`config.mk`:
```
export PLATFORM = sky130hd
export DESIGN_NAME = i2c_target_register_file_core_flat
export DESIGN_NICKNAME = d
export VERILOG_FILES = /design/src/hw/rtl/i2c_trf_pkg.sv /design/src/hw/rtl/i2c_trf_if.sv /design/src/hw/rtl/i2c_target_register_file_core.sv /design/src/flat_wrapper.sv
export SDC_FILE = /design/constraint.sdc
export NUM_CORES = 1
export LEC_CHECK = 0
export BUFFER_PORTS_ARGS = -buffer_cell sky130_fd_sc_hd__buf_2
export CELL_PAD_IN_SITES_DETAIL_PLACEMENT = 1
export CELL_PAD_IN_SITES_GLOBAL_PLACEMENT = 1
export CORE_ASPECT_RATIO = 0.75
export CORE_MARGIN = 2
export CORE_UTILIZATION = 53
export DETAILED_ROUTE_END_ITERATION = 10
export GPL_TIMING_DRIVEN = 0
export PLACE_DENSITY_LB_ADDON = 0.1
export REMOVE_ABC_BUFFERS = 1
export SETUP_SLACK_MARGIN = 0.05
export SKIP_LAST_GASP = 1
export SLEW_MARGIN = 20
export SYNTH_ARGS = -nofsm -noshare
export SYNTH_HDL_FRONTEND = slang
export SYNTH_SLANG_ARGS = --single-unit
```
`constraint.sdc`:
```
create_clock -name clock -period 3.3 [get_ports clock]
set_input_delay 0 -clock clock [delete_from_list [all_inputs] [get_ports clock]]
set_output_delay 0 -clock clock [all_outputs]
set_load 0.02 [all_outputs]
```
`src/hw/rtl/i2c_trf_pkg.sv`:
```
// Package for the I2C target register file: table geometry, bus event codes,
// payload structs and the table reset contents. No dependencies.
`default_nettype none

package i2c_trf_pkg;

   localparam int TABLE_SIZE   = 20;
   localparam int STATUS_INDEX = 0;
   localparam int IDX_W        = (TABLE_SIZE > 1) ? $clog2(TABLE_SIZE) : 1;
   localparam int PTR_W        = 8;
   localparam int BYTE_W       = 8;
   localparam int CMD_W        = 3;
   localparam int CSR_IDX_W    = 1;

   typedef enum logic [CMD_W-1:0] {
      CMD_ADDR  = 3'd0,
      CMD_RX    = 3'd1,
      CMD_TX    = 3'd2,
      CMD_STOP  = 3'd3,
      CMD_ERROR = 3'd4
   } cmd_type;

   typedef enum logic [CSR_IDX_W-1:0] {
      CSR_WIN_START = 1'b0,
      CSR_WIN_END   = 1'b1
   } csr_index_type;

   localparam logic [BYTE_W-1:0] WIN_START_RESET = 8'd0;
   localparam logic [BYTE_W-1:0] WIN_END_RESET   = 8'd19;

   typedef struct packed {
      logic [CMD_W-1:0]  cmd;
      logic              dir_write;
      logic [BYTE_W-1:0] rx_byte;
      logic [BYTE_W-1:0] error_bits;
   } req_type;

   typedef struct packed {
      logic [BYTE_W-1:0] tx_byte;
      logic              tx_valid;
   } rsp_type;

   // power-on contents of the register table
   function automatic logic [BYTE_W-1:0] table_reset(input int idx);
      logic [BYTE_W-1:0] v;
      v = '0;
      case (idx)
         1:       v = 8'h80;
         17:      v = 8'h01;
         19:      v = 8'h09;
         default: v = '0;
      endcase
      return v;
   endfunction

endpackage

`default_nettype wire

```
`src/hw/rtl/i2c_trf_if.sv`:
```
// Valid/ready channel interfaces for the I2C target register file.
// Depends on i2c_trf_pkg for field widths.
`default_nettype none

interface i2c_trf_req_if;
   logic                              valid;
   logic                              ready;
   logic [i2c_trf_pkg::CMD_W-1:0]     cmd;
   logic                              dir_write;
   logic [i2c_trf_pkg::BYTE_W-1:0]    rx_byte;
   logic [i2c_trf_pkg::BYTE_W-1:0]    error_bits;

   modport source (output valid, output cmd, output dir_write, output rx_byte,
                   output error_bits, input ready);
   modport sink   (input valid, input cmd, input dir_write, input rx_byte,
                   input error_bits, output ready);
endinterface

interface i2c_trf_rsp_if;
   logic                              valid;
   logic                              ready;
   logic [i2c_trf_pkg::BYTE_W-1:0]    tx_byte;
   logic                              tx_valid;

   modport source (output valid, output tx_byte, output tx_valid, input ready);
   modport sink   (input valid, input tx_byte, input tx_valid, output ready);
endinterface

`default_nettype wire

```
`src/hw/rtl/i2c_target_register_file_core.sv`:
```
// Top level of the I2C target register file: input register, event decode,
// register table and result register. Depends on i2c_trf_pkg and i2c_trf_if.
//
//   channel  | direction | handshake    | payload
//   req_if   | in        | valid/ready  | cmd, dir_write, rx_byte, error_bits
//   rsp_if   | out       | valid/ready  | tx_byte, tx_valid
//   csr_*    | in        | write enable | window start/end, 8 bits
//
// One transaction per cycle sustained while rsp_if is ready; an accepted req is held in the
// input register and then moves into the result register, which drives rsp_if.valid.
// The table access and pointer update happen as an item moves from the input
// register into the result register, so each event sees all earlier updates.
// A stalled rsp holds the result register; one more item waits in the input
// register before req_if.ready drops.
// Synchronous reset loads the table preset bytes and clears pointer and flags.
`default_nettype none

module i2c_target_register_file_core (
   input  wire logic                                clock,
   input  wire logic                                reset,
   i2c_trf_req_if.sink                              req_if,
   i2c_trf_rsp_if.source                            rsp_if,
   input  wire logic                                csr_we,
   input  wire logic [i2c_trf_pkg::CSR_IDX_W-1:0]   csr_index,
   input  wire logic [i2c_trf_pkg::BYTE_W-1:0]      csr_wdata
);

   localparam int TS = i2c_trf_pkg::TABLE_SIZE;
   localparam int IW = i2c_trf_pkg::IDX_W;
   localparam int PW = i2c_trf_pkg::PTR_W;
   localparam int BW = i2c_trf_pkg::BYTE_W;
   localparam logic [PW:0] TABLE_END = (PW+1)'(TS);
   localparam logic        STATUS_IN_TABLE = (i2c_trf_pkg::STATUS_INDEX < TS);
   localparam logic [IW-1:0] STATUS_IDX = IW'(i2c_trf_pkg::STATUS_INDEX);

   // pipeline registers
   logic                  in_valid_ff;
   i2c_trf_pkg::req_type  in_ff;
   logic                  out_valid_ff;
   i2c_trf_pkg::rsp_type  out_ff;

   // architectural state
   logic [BW-1:0]         tbl_ff [TS];
   logic [PW-1:0]         ptr_ff, ptr_in;
   logic                  expect_ptr_ff, expect_ptr_in;
   logic [BW-1:0]         win_start_ff, win_end_ff;

   logic                  out_load;
   logic                  advance;
   logic                  ptr_in_table;
   logic [BW-1:0]         rd_byte;
   logic [PW:0]           ptr_inc_wide;
   logic                  wr_en;
   logic [IW-1:0]         wr_idx;
   logic [BW-1:0]         wr_data;
   i2c_trf_pkg::rsp_type  rsp_in;

   assign out_load      = !out_valid_ff || rsp_if.ready;
   assign advance       = in_valid_ff && out_load;
   assign req_if.ready  = !in_valid_ff || out_load;

   assign ptr_in_table  = ({1'b0, ptr_ff} < TABLE_END);
   assign rd_byte       = ptr_in_table ? tbl_ff[ptr_ff[IW-1:0]] : '0;
   assign ptr_inc_wide  = {1'b0, ptr_ff} + (PW+1)'(1);

   // event decode
   always_comb begin
      ptr_in        = ptr_ff;
      expect_ptr_in = expect_ptr_ff;
      wr_en         = 1'b0;
      wr_idx        = ptr_ff[IW-1:0];
      wr_data       = in_ff.rx_byte;
      rsp_in        = '0;
      case (in_ff.cmd)
         i2c_trf_pkg::CMD_ADDR: begin
            if (in_ff.dir_write) begin
               expect_ptr_in = 1'b1;
            end
         end
         i2c_trf_pkg::CMD_RX: begin
            if (expect_ptr_ff) begin
               ptr_in        = in_ff.rx_byte;
               expect_ptr_in = 1'b0;
            end else if (ptr_ff < win_start_ff || ptr_ff > win_end_ff) begin
               ptr_in = '0;
            end else begin
               wr_en  = ptr_in_table;
               ptr_in = ptr_inc_wide[PW-1:0];
            end
         end
         i2c_trf_pkg::CMD_TX: begin
            rsp_in.tx_valid = 1'b1;
            rsp_in.tx_byte  = rd_byte;
            ptr_in = (ptr_inc_wide >= TABLE_END) ? '0 : ptr_inc_wide[PW-1:0];
         end
         i2c_trf_pkg::CMD_STOP: begin
            ptr_in = '0;
         end
         i2c_trf_pkg::CMD_ERROR: begin
            ptr_in  = '0;
            wr_en   = STATUS_IN_TABLE;
            wr_idx  = STATUS_IDX;
            wr_data = tbl_ff[STATUS_IDX] | in_ff.error_bits;
         end
         default: begin
         end
      endcase
   end

   always_ff @(posedge clock) begin
      if (reset) begin
         in_valid_ff <= 1'b0;
      end else if (req_if.ready) begin
         in_valid_ff <= req_if.valid;
      end
      if (req_if.ready) begin
         in_ff.cmd        <= req_if.cmd;
         in_ff.dir_write  <= req_if.dir_write;
         in_ff.rx_byte    <= req_if.rx_byte;
         in_ff.error_bits <= req_if.error_bits;
      end
   end

   always_ff @(posedge clock) begin
      if (reset) begin
         out_valid_ff <= 1'b0;
      end else if (out_load) begin
         out_valid_ff <= in_valid_ff;
      end
      if (advance) begin
         out_ff <= rsp_in;
      end
   end

   always_ff @(posedge clock) begin
      if (reset) begin
         ptr_ff        <= '0;
         expect_ptr_ff <= 1'b0;
      end else if (advance) begin
         ptr_ff        <= ptr_in;
         expect_ptr_ff <= expect_ptr_in;
      end
   end

   always_ff @(posedge clock) begin
      if (reset) begin
         for (int i = 0; i < TS; i++) begin
            tbl_ff[i] <= i2c_trf_pkg::table_reset(i);
         end
      end else if (advance && wr_en) begin
         tbl_ff[wr_idx] <= wr_data;
      end
   end

   always_ff @(posedge clock) begin
      if (reset) begin
         win_start_ff <= i2c_trf_pkg::WIN_START_RESET;
         win_end_ff   <= i2c_trf_pkg::WIN_END_RESET;
      end else if (csr_we) begin
         case (csr_index)
            i2c_trf_pkg::CSR_WIN_START: win_start_ff <= csr_wdata;
            i2c_trf_pkg::CSR_WIN_END:   win_end_ff   <= csr_wdata;
            default: begin
            end
         endcase
      end
   end

   assign rsp_if.valid    = out_valid_ff;
   assign rsp_if.tx_byte  = out_ff.tx_byte;
   assign rsp_if.tx_valid = out_ff.tx_valid;

   // a non-transmit result always carries a zero byte
   a_zero_when_no_tx: assert property (@(posedge clock) disable iff (reset)
      out_valid_ff && !out_ff.tx_valid |-> out_ff.tx_byte == '0)
      else $error("tx_byte nonzero without tx_valid");

   // a transmit request leaves the pointer inside the table
   a_tx_wraps: assert property (@(posedge clock) disable iff (reset)
      advance && in_ff.cmd == i2c_trf_pkg::CMD_TX |=> ptr_in_table)
      else $error("pointer outside table after transmit");

   // stop and error clear the pointer
   a_clear_ptr: assert property (@(posedge clock) disable iff (reset)
      advance && (in_ff.cmd == i2c_trf_pkg::CMD_STOP
                  || in_ff.cmd == i2c_trf_pkg::CMD_ERROR) |=> ptr_ff == '0)
      else $error("pointer not cleared on stop or error");

   // result drains when taken and nothing is queued behind it
   a_drain: assert property (@(posedge clock) disable iff (reset)
      out_valid_ff && rsp_if.ready && !in_valid_ff |=> !out_valid_ff)
      else $error("stale result after drain");

endmodule

`default_nettype wire

```
`src/flat_wrapper.sv`:
```
// flat-port wrapper written by rule: the top's interface ports become plain ports
module i2c_target_register_file_core_flat 
  (clock, reset, csr_we, csr_index, csr_wdata, req_if_valid, req_if_cmd, req_if_dir_write, req_if_rx_byte, req_if_error_bits, req_if_ready, rsp_if_valid, rsp_if_tx_byte, rsp_if_tx_valid, rsp_if_ready);
  i2c_trf_req_if req_if_i ();
  i2c_trf_rsp_if rsp_if_i ();
  input  wire logic clock;
  input  wire logic reset;
  input  wire logic csr_we;
  input  wire logic [i2c_trf_pkg::CSR_IDX_W-1:0] csr_index;
  input  wire logic [i2c_trf_pkg::BYTE_W-1:0] csr_wdata;
  input wire logic [$bits(req_if_i.valid)-1:0] req_if_valid;
  input wire logic [$bits(req_if_i.cmd)-1:0] req_if_cmd;
  input wire logic [$bits(req_if_i.dir_write)-1:0] req_if_dir_write;
  input wire logic [$bits(req_if_i.rx_byte)-1:0] req_if_rx_byte;
  input wire logic [$bits(req_if_i.error_bits)-1:0] req_if_error_bits;
  output wire logic [$bits(req_if_i.ready)-1:0] req_if_ready;
  output wire logic [$bits(rsp_if_i.valid)-1:0] rsp_if_valid;
  output wire logic [$bits(rsp_if_i.tx_byte)-1:0] rsp_if_tx_byte;
  output wire logic [$bits(rsp_if_i.tx_valid)-1:0] rsp_if_tx_valid;
  input wire logic [$bits(rsp_if_i.ready)-1:0] rsp_if_ready;
  assign req_if_i.valid = req_if_valid;
  assign req_if_i.cmd = req_if_cmd;
  assign req_if_i.dir_write = req_if_dir_write;
  assign req_if_i.rx_byte = req_if_rx_byte;
  assign req_if_i.error_bits = req_if_error_bits;
  assign req_if_ready = req_if_i.ready;
  assign rsp_if_valid = rsp_if_i.valid;
  assign rsp_if_tx_byte = rsp_if_i.tx_byte;
  assign rsp_if_tx_valid = rsp_if_i.tx_valid;
  assign rsp_if_i.ready = rsp_if_ready;
  i2c_target_register_file_core u_core (.clock(clock), .reset(reset), .req_if(req_if_i), .rsp_if(rsp_if_i), .csr_we(csr_we), .csr_index(csr_index), .csr_wdata(csr_wdata));
endmodule
```
==> flow_summary.ini, run 1 <==
[run_status]
outcome = finished, final reports clean

[worst_setup_path]
path_cells = inv_1, ha_1, nand3b_1, nor3_1, a31o_2, o211ai_1, buf_4, or2_4, nor2_1, a21o_2
worst_path_largest_cell_delay_ns = 0.56
timing.rr.start = u_core.ptr_ff[0]
cp_top_family = simple AND/OR/NAND/NOR gates
criticalPathCategory = flip-flop to flip-flop
cp_max_fo = 16
reg2reg_slack_ns = 0.19
r2r_cells = 10
start_kind = flip-flop
cp.required_ns = 3.56
arrival_ns = 3.36
end_kind = flip-flop
reg2reg_to = u_core.tbl_ff[5][6]
slowest_stage = dfxtp_4
cp_num_buf_inv = 2
critPathLaunch = u_core.ptr_ff[0]

[yosys]
synth_seq_area_share_pct = 65.68
syn_area_per_cell_um2 = 14.71
synth_edf_count = 285
ys.warnings.count = 0
synthArstFlopShare_pct = 0
synth-seq-cells = 312
syn_area_um2 = 13850
ys_types = 53
synth_ff_type = edfxtp_1
synthCells = 942

[grt]
grt.total_usage_pct = 29.73
overflow = 0
grt_pass1_vias = 9354
antenna_found_initial = 3
grt_pass1_wl_mm = 58.93
grt_start_max_net_pins = 54

[cts]
cts_buffers = 31
clk_path_buf_depth = 3
clkLatencyLatePin_ns = 0.58
cts_tree = built
path_clk_slew_ns = 0.06
clock_sinks = 312
htreeDepth = 1
cts-root-buf = clkbuf_16

[sta]
setup_viol = 0
relSlewSlack_pct = 30.92
clock.fmax_mhz = 322.0
hold_viol = 0
rsz0062_at_grt = no
setup_slack_ns = 0.1949
final_max_slew_viol_count = 0
fin_skew_ns = 0.01209
period_share_pct = 94.09
tightest_slew_ns = 1.036
fin_crit_ns = 3.105

[die]
pin_count = 45
fp.coreArea_um2 = 25840
std_cell_rows = 51
start_util_pct = 53.60
fp.dieH_um = 144.0
die_area_um2 = 27460
fp.dieW_um = 190.7

[cells_and_area]
mostFrequentLayoutCell = edfxtp_1
layout-drive-gt1-share_pct = 20.53
syn_to_final_growth_pct = 17.02
layout_common_cells = edfxtp_1 (285), nor3_1 (132), conb_1 (96), nor2_1 (90), mux4_2 (80)
stdcell_count = 1470
nNetsFinal = 1151
final_cell_area_um2 = 16210

[routing]
drc = 0
detail_route.iter0.violations = 1037
dr.pass1.iters = 5
wire_per_inst_um = 26.74
finalWirelength_mm = 39.31
viasPerCell = 6.165
via_count = 9062
drtAntennaViolNets = 0

[placement]
place_hpwl_mm = 24.54
detailedPlace.worstSlack_ns = -0.6024
placed_cells = 1369
portBuffers = 44
place.gp.congestion = 0.8405
placed_cell_area_um2 = 14740

[worst_hold_path]
hold_class = input port to flip-flop
worstHoldPathCells = 2
hold_end = u_core.win_start_ff[3]
worstHoldStart = reset

[power]
p_per_area_nw_per_um2 = 528.5
ir_drop_mv = 0.4889
p_leak_nw = 5.625

[job]
drv_cap = 0
## through the flow
| step | hold slack (ns) | utilization, % | total power [W] | setup TNS, ns |
|---|---|---|---|---|
| floorplan | 0.06907 | - | 0.004930 | -987.35 |
| finish | 0.07877 | 62.73 | 0.008567 | 0 |
| detailed placement | 0.1790 | 57.02 | 0.005156 | -82.05 |
| global route | 0.1041 | 62.73 | 0.008797 | 0 |
| CTS | 0.04688 | 62.60 | 0.008577 | 0 |
| global placement | 0.1781 | 56.18 | 0.005126 | -2152.34 |
## synth_stat cells, types with 2 or more instances
cell type | number | area, µm²
clkbuf_1 | 30 | 112.6
nand3b_1 | 4 | 30.03
dfxtp_1 | 27 | 540.5
buf_2 | 23 | 115.1
o211ai_1 | 2 | 15.01
nor2_1 | 91 | 341.6
mux4_2 | 80 | 1802
o21ai_0 | 11 | 55.05
nor2b_1 | 5 | 31.28
nand2_1 | 50 | 187.7
nand3_1 | 14 | 70.07
nand2b_1 | 8 | 50.05
nor3_1 | 132 | 660.6
inv_1 | 25 | 93.84
or3_1 | 2 | 12.51
and2_1 | 5 | 31.28
o21bai_1 | 14 | 105.1
ha_1 | 17 | 212.7
nand4_1 | 7 | 43.79
edfxtp_1 | 285 | 8558
mux2i_1 | 10 | 100.1
or4_1 | 2 | 15.01
a21oi_1 | 31 | 155.2
buf_4 | 9 | 67.56
nor3b_1 | 3 | 22.52
or2_2 | 3 | 18.77
a21o_1 | 14 | 105.1
buf_6 | 2 | 22.52
a211o_1 | 2 | 17.52
and3_1 | 7 | 43.79
a32oi_1 | 2 | 17.52
a31oi_1 | 2 | 12.51
o21ai_1 | 2 | 10.01
buf_1 | 2 | 7.510
## per-layer routing
layer	part of all wire, %	up-vias	track usage, %
met5	0.064	-	0
met4	2.8	4	8.160
met3	10	87	8.008
met2	47	436	46.81
met1	40	4672	41.36
li1	-	3863	-
## state kept, by name, indices dropped and copies added (netlist names)
register	flops
u_core.tbl_ff	256
u_core.in_ff	20
u_core.ptr_ff	8
u_core.rsp_if.tx_byte	8
u_core.win_end_ff	8
u_core.win_start_ff	8
u_core.expect_ptr_ff	1
u_core.in_valid_ff	1
u_core.rsp_if.tx_valid	1
u_core.rsp_if.valid	1
## area by class of cell
class | count | area (µm²)
timing repair buffer | 96 | 828.3
clock buffer | 51 | 930.9
multi-input combinational | 633 | 4768
antenna | 1 | 2.502
clock inverter | 7 | 41.29
inverter | 26 | 97.59
fill | 2460 | 9633
sequential | 312 | 9111
tap | 344 | 430.4
## worst max-delay path by stage
stage,end,slack [ns],cells after the start
2_1_floorplan,u_core.tbl_ff[12][0],-4.07,8
3_3_place_gp,u_core.tbl_ff[8][7],-8.18,8
3_5_place_dp,u_core.tbl_ff[17][2],-0.60,6
4_1_cts,u_core.tbl_ff[12][0],0.11,8
5_1_grt,u_core.tbl_ff[8][4],0.08,10
6_report,u_core.tbl_ff[5][6],0.19,10
## cell families (layout without fill, tap and decap cells)
family	Yosys count	in the layout	share of synthesized area, %
compound gates	90	90	4.281
fa+ha+maj	17	17	1.535
buf+inv	93	180	3.161
flops	312	312	65.68
mux	90	90	13.73
other cells	1	97	0.02707
simple gates	339	340	11.59
## what timing repair did
item	in CTS	in global routing
endpoints found under the hold margin	38	0
hold buffers	37	0
cloned	1	0
pin swaps	2	1
setup buffers	3	1
resized for setup	21	8
setup endpoints to repair	261	149
## power by group
group | switching, W | internal, W
sequential | 0.0000682 | 0.00451
clock | 0.00151 | 0.00192
combinational | 0.000368 | 0.000202
Power figures use the tool's default switching activity.
==> run 2: changes to the inputs <==
clock period = 3.5 ns   (was 3.3 ns; I/O delays follow)
==> flow_summary.ini, run 2 (synthesized netlist as in run 1, its figures left out) <==
[worst_setup_path]
criticalPathCategory = flip-flop to flip-flop
start_kind = flip-flop
slowest_stage = o21bai_1
end_kind = flip-flop
worst_path_largest_cell_delay_ns = 0.76
cp_max_fo = 16
path_cells = ha_1, a211o_1, o211ai_1, o2111a_1, o211ai_1, or2_4, o21bai_1
arrival_ns = 3.57
cp.required_ns = 3.70
critPathMostFrequentCell = o211ai_1

[worst_hold_path]
hold_class = input port to flip-flop

[sta]
hold_viol = 0
holdWs_ns = 0.07765
clock.fmax_mhz = 296.5
tightest_slew_ns = 1.031
setup_viol = 0
period_share_pct = 96.37
relSlewSlack_pct = 31.26
rsz0062_at_grt = no
fin_skew_ns = 0.01191
final_max_slew_viol_count = 0
fin_crit_ns = 3.373
setup_slack_ns = 0.1269

[cts]
cts_buffers = 31
htreeDepth = 1
clock_sinks = 312
cts-root-buf = clkbuf_16
path_clk_slew_ns = 0.07
clkLatencyLatePin_ns = 0.58
clk_path_buf_depth = 3
cts_tree = built

[placement]
place.gp.congestion = 0.8405
detailedPlace.worstSlack_ns = -0.4024
place_hpwl_mm = 24.54
portBuffers = 44

[job]
drv_cap = 0

[power]
p_leak_nw = 5.613
finalPower_w = 0.008070
ir_drop_mv = 0.4609
p_per_area_nw_per_um2 = 498.9

[grt]
grt_start_max_net_pins = 54
grt.total_usage_pct = 29.43
grt_pass1_wl_mm = 58.36
grt_pass1_vias = 9238
antenna_found_initial = 2
overflow = 0

[cells_and_area]
mostFrequentLayoutCell = edfxtp_1
syn_to_final_growth_pct = 16.76
top_regs = u_core.tbl_ff x256, u_core.in_ff x20
largest_reg_flops = 256
layout_common_cells = edfxtp_1 (285), nor3_1 (132), conb_1 (96), nor2_1 (90), mux4_2 (80)
top_register = u_core.tbl_ff
layout-drive-gt1-share_pct = 19.57
final_core_util_pct = 62.59
nNetsFinal = 1150

[die]
die_area_um2 = 27460
std_cell_rows = 51
fp.dieW_um = 190.7
pin_count = 45
fp.coreArea_um2 = 25840
start_util_pct = 53.60
fp.dieH_um = 144.0

[routing]
finalWirelength_mm = 39.28
dr.pass1.iters = 6
drc = 0
viasPerCell = 6.135
wire_per_inst_um = 26.72
via_count = 9019
detail_route.iter0.violations = 916
drtAntennaViolNets = 0

[run_status]
outcome = finished, final reports clean
-- run 2: cell types whose count changed in the layout (fill, tap and decap cells not counted) --
cell      change
a21o_1        +2
a21o_2        -2
and2_1        +1
and2_2        -1
buf_4         -1
dfxtp_1       +1
dfxtp_2       -1
diode_2       +1
nand2_1       +4
nand2_2       -4
o21bai_1      +2
o21bai_2      -1
o21bai_4      -1
-- run 2: worst paths after layout --
path / from / endpoint / slack, ns / depth (start not counted)
max: u_core.ptr_ff[5] / u_core.tbl_ff[15][3] / 0.13 / 7
min: reset / u_core.win_start_ff[3] / 0.08 / 2
min reg2reg: u_core.win_end_ff[5] / u_core.win_end_ff[5] / 0.48 / 2
max reg2reg: u_core.ptr_ff[5] / u_core.tbl_ff[15][3] / 0.13 / 7
-- run 2: layout make-up --
cell class / count / area, µm²
Antenna cell: 2 / 5.005
Clock buffer: 51 / 930.9
Clock inverter: 7 / 41.29
Fill cell: 2466 / 9668
Inverter: 26 / 97.59
Multi-Input combinational cell: 633 / 4740
Sequential cell: 312 / 9110
Tap cell: 344 / 430.4
Timing Repair Buffer: 95 / 820.8
-- run 2: metrics by stage --
step | TNS, ns | instances | area, µm²
after floorplan | -920.15 | 970 | 13870
after global placement | -2085.14 | 1358 | 14520
after detailed placement | -40.75 | 1369 | 14740
after CTS | 0 | 1465 | 16110
after global routing | 0 | 1469 | 16170
final | 0 | 1470 | 16180
-- run 2: metal layers --
metal  vias up  wire length (µm)  global-route usage, %
met4         0               903                  7.099
met5         -                 0                      0
li1       3872                 -                      -
met3        76              3619                  6.989
met2       399             18640                  46.66
met1      4672             16110                  41.70
-- run 2: where the power goes --
part           switching (W)  internal (W)
sequential         0.0000647       0.00425
combinational       0.000343      0.000188
clock                0.00142       0.00181
-- run 2: critical path: cells and delay by family (launching register included) --
kind | cells | cell delay (ns)
simple gates | 1 | 0.44
flops | 1 | 0.56
fa+ha+maj | 1 | 0.33
compound gates | 5 | 1.68
-- run 2: timing repair --
action | in CTS | in global routing
setup endpoints to repair | 205 | 213
hold buffers | 37 | 0
buffers inserted | 1 | 2
cloned | 0 | 1
pin swaps | 1 | 2
gates resized for setup | 7 | 11
hold endpoints to repair | 38 | 0
==> run 3: changes to the inputs <==
RECOVER_POWER = 25   (was not set)
==> flow_summary.ini, run 3 (synthesized netlist as in run 1, its figures left out) <==
[worst_setup_path]
arrival_ns = 3.56
criticalPathCategory = flip-flop to flip-flop
critPathLaunch = u_core.ptr_ff[5]
cp_max_fo = 16
timing.rr.start = u_core.ptr_ff[5]
cp.required_ns = 3.70
start_kind = flip-flop
end_kind = flip-flop

[cells_and_area]
layout-drive-gt1-share_pct = 18.24
mostFrequentLayoutCell = edfxtp_1
nNetsFinal = 1150
largest_reg_flops = 256
final_cell_area_um2 = 16160
final_core_util_pct = 62.51
syn_to_final_growth_pct = 16.62
final.fill_count = 2470
layout_common_cells = edfxtp_1 (285), nor3_1 (132), conb_1 (96), nor2_1 (90), mux4_2 (80)
top_regs = u_core.tbl_ff x256, u_core.in_ff x20
top_register = u_core.tbl_ff

[routing]
wire_per_inst_um = 26.72
drc = 0
viasPerCell = 6.107
drtAntennaViolNets = 0
detail_route.iter0.violations = 947
finalWirelength_mm = 39.27
dr.pass1.iters = 5
via_count = 8978

[placement]
portBuffers = 44
detailedPlace.worstSlack_ns = -0.4024
place_hpwl_mm = 24.54
place.gp.congestion = 0.8405
placed_cell_area_um2 = 14740

[grt]
grt.total_usage_pct = 29.43
overflow = 0
antenna_found_initial = 2
grt_pass1_wl_mm = 58.36
grt_start_max_net_pins = 54
grt_pass1_vias = 9238

[die]
std_cell_rows = 51
start_util_pct = 53.60
die_area_um2 = 27460
pin_count = 45
fp.coreArea_um2 = 25840
fp.dieW_um = 190.7
fp.dieH_um = 144.0

[sta]
final_max_slew_viol_count = 0
hold_viol = 0
setup_tns_ns = 0
fin_skew_ns = 0.01161
clock.fmax_mhz = 297.4
tightest_slew_ns = 1.191
fin_crit_ns = 3.363
relSlewSlack_pct = 20.43
setup_viol = 0
setup_slack_ns = 0.1374
rsz0062_at_grt = no
period_share_pct = 96.07

[worst_hold_path]
worstHoldStart = reset
hold_class = input port to flip-flop

[power]
switchingPower_w = 0.001827
clkPwrFrac_pct = 40.0
p_leak_nw = 5.569
internal_power_w = 0.006243
ir_drop_mv = 0.4613
netSwitchingFraction_pct = 22.64
finalPower_w = 0.008070
p_per_area_nw_per_um2 = 499.5
comb_power_share_pct = 6.6
power_frac_seq_pct = 53.5

[cts]
cts_buffers = 31
cts-root-buf = clkbuf_16
htreeDepth = 1
clkLatencyLatePin_ns = 0.57
cts_tree = built
clock_sinks = 312
clk_path_buf_depth = 3
path_clk_slew_ns = 0.06

[run_status]
outcome = finished, final reports clean

[job]
drv_cap = 0
run 3: changes by cell type in the layout (fill, tap and decap cells not counted), sizes merged:
cell    delta
clkbuf    +14
buf       -14
run 3: what timing repair did:
item / in CTS / in global routing
hold buffers: 37 / 0
pin swaps: 1 / 2
gates resized for setup: 7 / 11
setup buffers: 1 / 2
hold endpoints to repair: 38 / 0
cloned: 0 / 1
endpoints found under the setup margin: 205 / 213
run 3: area by class of cell:
cell class,instances,area [µm²],area share (%)
Multi-Input combinational cell,633,4737,29.32
Clock buffer,51,930.9,5.762
Antenna cell,2,5.005,0.03098
Sequential cell,312,9110,56.39
Clock inverter,7,41.29,0.2556
Timing Repair Buffer,95,803.3,4.972
Tap cell,344,430.4,2.664
Inverter,26,97.59,0.6041
run 3: worst paths after layout:
path / slack [ns] / depth (start not counted) / endpoint
hold / removal: 0.08 / 2 / u_core.win_start_ff[3]
hold reg to reg: 0.48 / 2 / u_core.win_end_ff[6]
setup reg to reg: 0.14 / 7 / u_core.tbl_ff[15][4]
setup / recovery: 0.14 / 7 / u_core.tbl_ff[15][4]
run 3: power by group through the flow:
stage	sequential [W]	clock [W]	combinational, W
after floorplan	0.00437	0	0.000275
after detailed placement	0.00439	0	0.000470
after CTS	0.00431	0.00326	0.000510
after global placement	0.00439	0	0.000442
final	0.00432	0.00323	0.000530
after global routing	0.00433	0.00340	0.000569
run 3: per-layer routing:
layer | wire length (µm) | track usage (%) | up-vias
met3 | 3793 | 6.989 | 82
met5 | 0 | 0 | -
met1 | 16050 | 41.70 | 4635
met4 | 934 | 7.099 | 0
li1 | - | - | 3867
met2 | 18490 | 46.66 | 394
run 3: critical path, cell delays in order, from the launching register on:
cell	delay (ns)
dfxtp_1	0.56
ha_1	0.33
a211o_1	0.26
o211ai_1	0.13
o2111a_1	0.28
o211ai_1	0.24
or2_4	0.43
o21bai_1	0.74
run 3: stage by stage:
step	std cells	hold slack (ns)
3_3_place_gp	1358	0.1781
5_1_grt	1469	0.1097
4_1_cts	1465	0.05571
3_5_place_dp	1369	0.1790
6_report	1470	0.07713
2_1_floorplan	970	0.06907
